### config.mk
export PLATFORM = sky130hd
export DESIGN_NAME = chrl_ctrl
export DESIGN_NICKNAME = d
export VERILOG_FILES = /design/src/hdl/chrl_pkg.sv /design/src/hdl/chrl_ctrl.sv
export SDC_FILE = /design/constraint.sdc
export NUM_CORES = 1
export LEC_CHECK = 0
export BUFFER_PORTS_ARGS = -buffer_cell sky130_fd_sc_hd__buf_2
export CAP_MARGIN = 20
export CORE_AREA = 2 2 39 41
export CTS_BUF_LIST = sky130_fd_sc_hd__clkbuf_16
export DETAILED_ROUTE_END_ITERATION = 16
export DIE_AREA = 0 0 41 43
export PLACE_DENSITY_LB_ADDON = 0.08
export SYNTH_ARGS = -nofsm -noshare
export SYNTH_HDL_FRONTEND = slang
export SYNTH_SLANG_ARGS = --single-unit
### constraint.sdc
create_clock -name clk -period 0.8 [get_ports clk]
set_input_delay 0.04 -clock clk [delete_from_list [all_inputs] [get_ports clk]]
set_output_delay 0.04 -clock clk [all_outputs]
set_load 0.02 [all_outputs]
### src/hdl/chrl_pkg.sv
// Shared widths, request codes and controller/datapath handshake types for the ring lookup.
`timescale 1ns / 1ps

package chrl_pkg;

  localparam int unsigned POINT_W = 32;
  localparam int unsigned ID_W    = 16;
  localparam int unsigned IDX_W   = 12;
  localparam int unsigned CFG_W   = 13;

  // request codes carried in req_type
  localparam logic REQ_WRITE  = 1'b0;
  localparam logic REQ_LOOKUP = 1'b1;

  // commands from the controller to the datapath
  typedef struct packed {
    logic wr;        // store the accepted entry
    logic start;     // latch key hash and search bounds
    logic addr;      // form mid, issue table reads
    logic cmp;       // compare read points, move bounds
    logic capture;   // latch the chosen owner id
    logic load_out;  // move captured result to the output register
  } ctrl_cmd_t;

  // status from the datapath to the controller
  typedef struct packed {
    logic mid_ge_n;  // mid has run off the active entries
    logic hit;       // point[mid-1] < hash <= point[mid]
    logic stop;      // bounds crossed, answer is entry 0
  } dp_sts_t;

endpackage

### src/hdl/chrl_ctrl.sv
// Sequencer for the ring lookup: request acceptance, search steps and result hand-off.
`timescale 1ns / 1ps

module chrl_ctrl
  import chrl_pkg::*;
(
  input  logic       clk,
  input  logic       rst_n,
  input  logic       in_valid,
  input  logic       in_req_type,
  output logic       in_ready,
  input  logic       out_ready,
  output logic       out_valid,
  input  dp_sts_t    sts,
  output ctrl_cmd_t  cmd
);

  typedef enum logic [1:0] {
    S_IDLE,
    S_ADDR,
    S_CMP,
    S_DONE
  } state_t;

  state_t state_r, state_nxt;
  logic   out_valid_r, out_valid_nxt;
  logic   accept;
  logic   out_free;

  assign in_ready  = (state_r == S_IDLE);
  assign accept    = in_valid & in_ready;
  assign out_free  = ~out_valid_r | out_ready;
  assign out_valid = out_valid_r;

  always_comb begin
    cmd          = '0;
    cmd.wr       = accept & (in_req_type == REQ_WRITE);
    cmd.start    = accept & (in_req_type == REQ_LOOKUP);
    cmd.addr     = (state_r == S_ADDR);
    cmd.cmp      = (state_r == S_CMP);
    cmd.capture  = ((state_r == S_ADDR) & sts.mid_ge_n) |
                   ((state_r == S_CMP) & (sts.hit | sts.stop));
    cmd.load_out = (state_r == S_DONE) & out_free;
  end

  always_comb begin
    state_nxt = state_r;
    case (state_r)
      S_IDLE: begin
        if (cmd.start) state_nxt = S_ADDR;
      end
      S_ADDR: begin
        state_nxt = sts.mid_ge_n ? S_DONE : S_CMP;
      end
      S_CMP: begin
        state_nxt = (sts.hit | sts.stop) ? S_DONE : S_ADDR;
      end
      S_DONE: begin
        if (out_free) state_nxt = S_IDLE;
      end
      default: state_nxt = S_IDLE;
    endcase
  end

  always_comb begin
    out_valid_nxt = out_valid_r;
    if (cmd.load_out) begin
      out_valid_nxt = 1'b1;
    end else if (out_ready) begin
      out_valid_nxt = 1'b0;
    end
  end

  always_ff @(posedge clk) begin
    if (!rst_n) begin
      state_r     <= S_IDLE;
      out_valid_r <= 1'b0;
    end else begin
      state_r     <= state_nxt;
      out_valid_r <= out_valid_nxt;
    end
  end

endmodule

### Word level (Yosys, flattened, before mapping)

Index checks and enable logic that the tools add are counted.

* equality and inequality tests: 5
* reductions and logical operators: 3
* bitwise operators: 11
* muxes and demuxes: 7

Operator list (count)
* case mux 2 bit (4 select lines): 1
* AND 1 bit: 6
* two-way mux 2 bit: 3
* equality test 2 bit, second input constant: 2
* two-way mux 1 bit: 3
* OR 1 bit: 3
* equality test 2 x 1 -> 1 bit, second input constant: 1
* zero test 2 bit: 1
* != test 2 x 1 -> 1 bit, second input constant: 1
* != test 2 bit, second input constant: 1
* inverter 1 bit: 2
* AND reduction 2 bit: 1
* nonzero test 2 bit: 1

* bits in registers: 3
* logic and storage cells: 28
* output and inout bits: 8

### Longest topological paths before layout

Gate-level depths: netlist of the first run.

* word-level depth: 5
* mapped depth: 3
* depth with buffers taken out: 3

### Worst setup path after synthesis of the first run

Ideal clock, no wire load.

* path type: register to output
* start point: register state_r[0]
* end point: output cmd[5] (netlist bit)
* buffers on the path: 0
* path slack: -0.351 ns
* cell stages (with the launch flop): 4
* arrival: 1.111 ns
* path through: dfxtp_1 nor2_1 nand2_1 nor2_1

RTL lines
* from (decl): RTL line chrl_ctrl.sv:25 `state_t state_r, state_nxt;`
* from (signal assigned): RTL line chrl_ctrl.sv:79 `state_r <= state_nxt;`
* to (decl): RTL line chrl_ctrl.sv:15 `output ctrl_cmd_t cmd`

==> results of run 1 <==
==> tightest hold or removal path: cells and delay by family <==
family / cells / cell delay (ns)
AND/OR/NAND/NOR: 1 / 0.12
buffers and inverters: 1 / 0.08
AO/OA/AOI/OAI: 1 / 0.05
==> layout make-up <==
class                      count  area, sq um
fill                         143          758
timing repair buffer          27          240
multi-input combinational     18          211
clock buffer                   3         75.1
sequential                     3         71.3
tap                           16         20.0
clock inverter                 1         3.75
inverter                       1         3.75
==> cell families after synthesis <==
| family | count (synthesis) | share of synthesized area, % |
|---|---|---|
| AND/OR/NAND/NOR | 12 | 42.5 |
| AO/OA/AOI/OAI | 6 | 21.9 |
| buffers and inverters | 2 | 5.62 |
| flip-flops | 3 | 30.0 |
==> power by group <==
group / internal [mW] / switching (mW) / leakage (nW)
combinational: 0.308 / 0.212 / 0.231
sequential: 0.168 / 0.0316 / 0.0267
clock: 0.644 / 0.132 / 0.0423
total: 1.12 / 0.375 / 0.300
==> cell usage in the layout, fill, tap and decap left out <==
cell type,netlist,layout
a211oi_4,0,1
a21bo_4,0,1
a21oi_1,2,1
a21oi_2,0,1
and3_4,0,1
buf_12,0,1
buf_2,0,8
buf_4,1,6
buf_6,0,12
clkbuf_16,0,3
dfxtp_4,0,3
inv_1,1,2
nand2_1,3,1
nand2_2,0,1
nand2_4,0,1
nand2b_4,0,1
nor2_2,0,1
nor2_4,0,1
nor2b_4,2,3
nor3b_4,0,1
nor4_4,0,1
o21ai_2,1,1
o21bai_1,1,1
==> state kept, by name (all words and copies together), names as in the netlist <==
| signal | flops |
|---|---|
| out_valid | 1 |
| state_r | 2 |
==> per-layer routing <==
metal / vias to the layer above / track usage (%) / wire length, microns
li1: 136 / - / -
met1: 121 / 8.95 / 268
met2: 10 / 15.9 / 464
met3: 0 / 6.28 / 36
met4: 0 / 8.00 / 0
met5: - / 0 / 0
==> repair_timing <==
action	CTS	global route
endpoints found under the setup margin	9	10
pin swaps	3	9
buffers inserted	4	8
gates resized for setup	18	10
==> worst max-delay path by stage <==
| stage | endpoint | start | cells after the start |
|---|---|---|---|
| 3_5_place_dp | cmd[1] | state_r[1]$_SDFFE_PN0P_ | 4 |
| 6_report | cmd[1] | state_r[1]$_SDFFE_PN0P_ | 4 |
| 3_3_place_gp | state_r[0]$_SDFFE_PN0P_ | state_r[1]$_SDFFE_PN0P_ | 3 |
| 2_1_floorplan | cmd[1] | state_r[1]$_SDFFE_PN0P_ | 3 |
| 4_1_cts | cmd[1] | state_r[1]$_SDFFE_PN0P_ | 4 |
| 5_1_grt | cmd[1] | state_r[1]$_SDFFE_PN0P_ | 4 |
==> through the flow <==
stage | util, % | cell area, sq um | hold slack (ns) | worst slack [ns] | std cells
2_1_floorplan | - | 248 | 0.128 | -0.129 | 23
4_1_cts | 38.2 | 528 | 0.111 | -0.362 | 62
5_1_grt | 45.2 | 626 | 0.131 | -0.393 | 69
3_3_place_gp | 25.3 | 350 | 0.339 | -0.148 | 55
6_report | 45.2 | 626 | 0.108 | -0.363 | 69
3_5_place_dp | 25.3 | 350 | 0.333 | -0.158 | 55
==> impl_metrics.ini, run 1 <==
[synthesis]
synth_top_cell_by_area = dfxtp_1
synth-edff-count = 0
syn_nets = 31
ys_top_cells_by_area = dfxtp_1, nor2b_4, nor4_2
postSynth.asyncResetShare_pct = 0
ys_ff_latch = 3
syn_inst = 23
synthTopCellsByCount = dfxtp_1, nand2_1, a21oi_1, nor2_1, nor2b_4
seq_area_frac_synth_pct = 30.0
yosysUniqueCellTypes = 16
synth_top_area_share_pct = 30.0
syn-cell-area_sq_um = 200
ys_warn_count = 0
syn_area_per_cell_sq_um = 8.70
synth_flop_cell = dfxtp_1

[global_routing]
grt_pass1_vias = 271
track_usage_pct = 10.3
grt-ovfl-total = 0
grt_max_degree = 7
grt_pass1_wl_microns = 1110
antenna_found_initial = 0

[floorplanning]
dieWidth_microns = 41
rows = 14
die_y_microns = 43
initial_core_util_pct = 14.5
dieArea_sq_um = 1760
io_pins = 16
core_sq_um = 1380

[timing]
finalSetupViolCount = 10
relSlewSlack_pct = 84.0
finalMaxSlewViolations = 0
worst_pin_slew_ns = 0.239
period_share_pct = 145
hold_viol = 0
period_needed_ns = 1.16
setup_ws_ns = -0.363
rsz0062_at_grt = true
fin_skew_ns = 0.00155
fmax_mhz = 860
tns_ns = -2.53

[setup_path]
crit_family = flip-flops
critical-path-max-stage-delay_ns = 0.35
setup.worst_path.start_class = flop
crit_fanout = 4
rr_endpoint = state_r[0]$_SDFFE_PN0P_
crit-reg2reg-launch = state_r[1]$_SDFFE_PN0P_
path_class = reg2out
rr_worst_depth = 6
crit_arrival_ns = 1.12
crit_buf_inv = 1
endpoint_kind = primary output
r2r_slack_ns = -0.28
cp_cell_sequence = nor2b_4, o21ai_2, a21bo_4, buf_6
required_ns = 0.76
crit_slowest_cell = dfxtp_4

[worst_hold_path]
hold_end = out_valid$_SDFFE_PN0P_
hold_start = out_ready
min_path_type = in2reg
min_path_cells = 3

[outcome]
status = complete, but fails checks
violations = setup timing

[routing]
ant_nets = 0
avgRoutedWirePerCell_microns = 11.1
drtIter0Drc = 2
dr.pass1.iters = 2
wl_microns = 768
num_vias = 267
route.detailed.drc = 0
viasPerCell = 3.87

[clock_tree]
cts_max_path_buffers = 2
cts-root-buf = clkbuf_16
cts.sink_count = 3
clk_pin_slew_ns = 0.03
cts_tree = done
clk_latency_ns = 0.22
htreeDepth = 1
hold_buffers = 0
cts_made_buffers = 3

[run]
maxCapViolCount = 0

[power_and_ir_drop]
leakagePower_nw = 0.300
max-vdd-ir-drop_mv = 0.800
finalPower_mw = 1.50
power_density_nw_per_um2 = 2390

[layout]
area_growth_pct = 213
fin_nets = 62
num_antenna_cells = 0
layout-drive-gt1-share_pct = 90.6

[placed_design]
port_buffers = 15
gp_congestion = 0.633
No activity file was read; power rests on OpenSTA's default activity.
==> run 2, diff against run 1 <==
- CTS_BUF_LIST: sky130_fd_sc_hd__clkbuf_16 -> default
==> impl_metrics.ini, run 2 (synthesized netlist as in run 1, its figures left out) <==
[setup_path]
endpoint_kind = primary output
setup.worst_path.start_class = flop
critical-path-max-stage-delay_ns = 0.35
cp.depth = 4
crit_buf_inv = 1
rr_endpoint = state_r[0]$_SDFFE_PN0P_
r2r_slack_ns = -0.28
crit_slowest_cell = dfxtp_4
crit-reg2reg-launch = state_r[1]$_SDFFE_PN0P_
path_class = reg2out
rr_worst_depth = 6
crit_arrival_ns = 1.14
crit_fanout = 4
cp_cell_sequence = nor2b_4, o21ai_2, a21bo_4, buf_6
crit_family = flip-flops
required_ns = 0.76

[floorplanning]
rows = 14
dieWidth_microns = 41
initial_core_util_pct = 14.5
dieArea_sq_um = 1760
core_sq_um = 1380
die_y_microns = 43
io_pins = 16

[layout]
top_register = state_r
num_antenna_cells = 0
largest_register_ffs = 2
area_growth_pct = 188
final_cell_mix = buf_6, buf_2, buf_4
fin_nets = 62
layout_commonest_cell = buf_6
layout-drive-gt1-share_pct = 90.6

[routing]
viasPerCell = 3.99
dr.pass1.iters = 1
num_vias = 275
ant_nets = 0
route.detailed.drc = 0
drtIter0Drc = 0
avgRoutedWirePerCell_microns = 10.8
wl_microns = 746

[worst_hold_path]
hold_start = out_ready
min_path_type = in2reg
hold_end = out_valid$_SDFFE_PN0P_
min_path_cells = 3

[timing]
fin_skew_ns = 0.00101
finalSetupViolCount = 10
setup_ws_ns = -0.377
fmax_mhz = 850
rsz0062_at_grt = true
finalMaxSlewViolations = 0
period_needed_ns = 1.18
holdWs_ns = 0.0913
period_share_pct = 147
worst_pin_slew_ns = 0.219
hold_viol = 0
relSlewSlack_pct = 85.4

[clock_tree]
cts_max_path_buffers = 2
htreeDepth = 1
clk_latency_ns = 0.24
cts_made_buffers = 3
cts.sink_count = 3
cts_tree = done
clk_pin_slew_ns = 0.04
hold_buffers = 0
cts-root-buf = clkbuf_4

[global_routing]
grt_max_degree = 7
antenna_found_initial = 0
grt-ovfl-total = 0
track_usage_pct = 10.3
grt_pass1_wl_microns = 1080
grt_pass1_vias = 267

[power_and_ir_drop]
power_density_nw_per_um2 = 1720
leakagePower_nw = 0.273
max-vdd-ir-drop_mv = 0.529
finalPower_uw = 988

[placed_design]
port_buffers = 15
gp_congestion = 0.633

[run]
maxCapViolCount = 0

[outcome]
status = complete, but fails checks
violations = setup timing
[run 2: cell count changes in the layout (fill, tap and decap cells not counted), sizes merged]
cell / previous run / this run
clkbuf: 3 / 4
inv: 2 / 1
[run 2: tightest hold or removal path, stage by stage]
cell	delay (ns)
buf_2	0.08
nand2b_4	0.12
a21oi_2	0.05
[run 2: per-stage QoR]
| stage | util, % | instance area, sq um | instances | TNS, ns | worst slack [ns] |
|---|---|---|---|---|---|
| 5_1_grt | 41.6 | 576 | 69 | -3.09 | -0.418 |
| 2_1_floorplan | - | 248 | 23 | -0.326 | -0.129 |
| 6_report | 41.6 | 576 | 69 | -2.63 | -0.377 |
| 4_1_cts | 34.4 | 475 | 62 | -2.26 | -0.378 |
| 3_3_place_gp | 25.3 | 350 | 55 | -0.436 | -0.148 |
| 3_5_place_dp | 25.3 | 350 | 55 | -0.502 | -0.158 |
[run 2: power by group]
part	internal (mW)	leakage (nW)	total [mW]	switching, mW
Sequential	0.168	0.0267	0.198	0.0303
Clock	0.187	0.0150	0.271	0.0836
Combinational	0.309	0.231	0.519	0.210
Total	0.664	0.273	0.988	0.324
[run 2: worst max-delay path by stage]
| stage | from | endpoint | slack (ns) |
|---|---|---|---|
| after global placement | state_r[1]$_SDFFE_PN0P_ | state_r[0]$_SDFFE_PN0P_ | -0.15 |
| after global routing | state_r[1]$_SDFFE_PN0P_ | cmd[1] | -0.42 |
| after detailed placement | state_r[1]$_SDFFE_PN0P_ | cmd[1] | -0.16 |
| after floorplan | state_r[1]$_SDFFE_PN0P_ | cmd[1] | -0.13 |
| after CTS | state_r[1]$_SDFFE_PN0P_ | cmd[1] | -0.38 |
| final | state_r[1]$_SDFFE_PN0P_ | cmd[1] | -0.38 |
[run 2: timing repair]
action | 4_1_cts | 5_1_grt
buffers inserted | 5 | 8
pin swaps | 3 | 9
gates resized for setup | 18 | 11
endpoints found under the setup margin | 9 | 11
[run 2: cell type report]
class	instances	area (sq um)
fill	145	808
sequential	3	71.3
timing repair buffer	27	243
clock buffer	4	26.3
multi-input combinational	18	211
tap	16	20.0
inverter	1	3.75
[run 2: layer usage]
| metal | GRT usage, % | part of all wire (%) | routed length, microns |
|---|---|---|---|
| met1 | 8.95 | 36 | 269 |
| met2 | 15.0 | 54 | 405 |
| met3 | 6.28 | 4.8 | 36 |
| met4 | 10.0 | 4.7 | 35 |
| met5 | 0 | 0 | 0 |
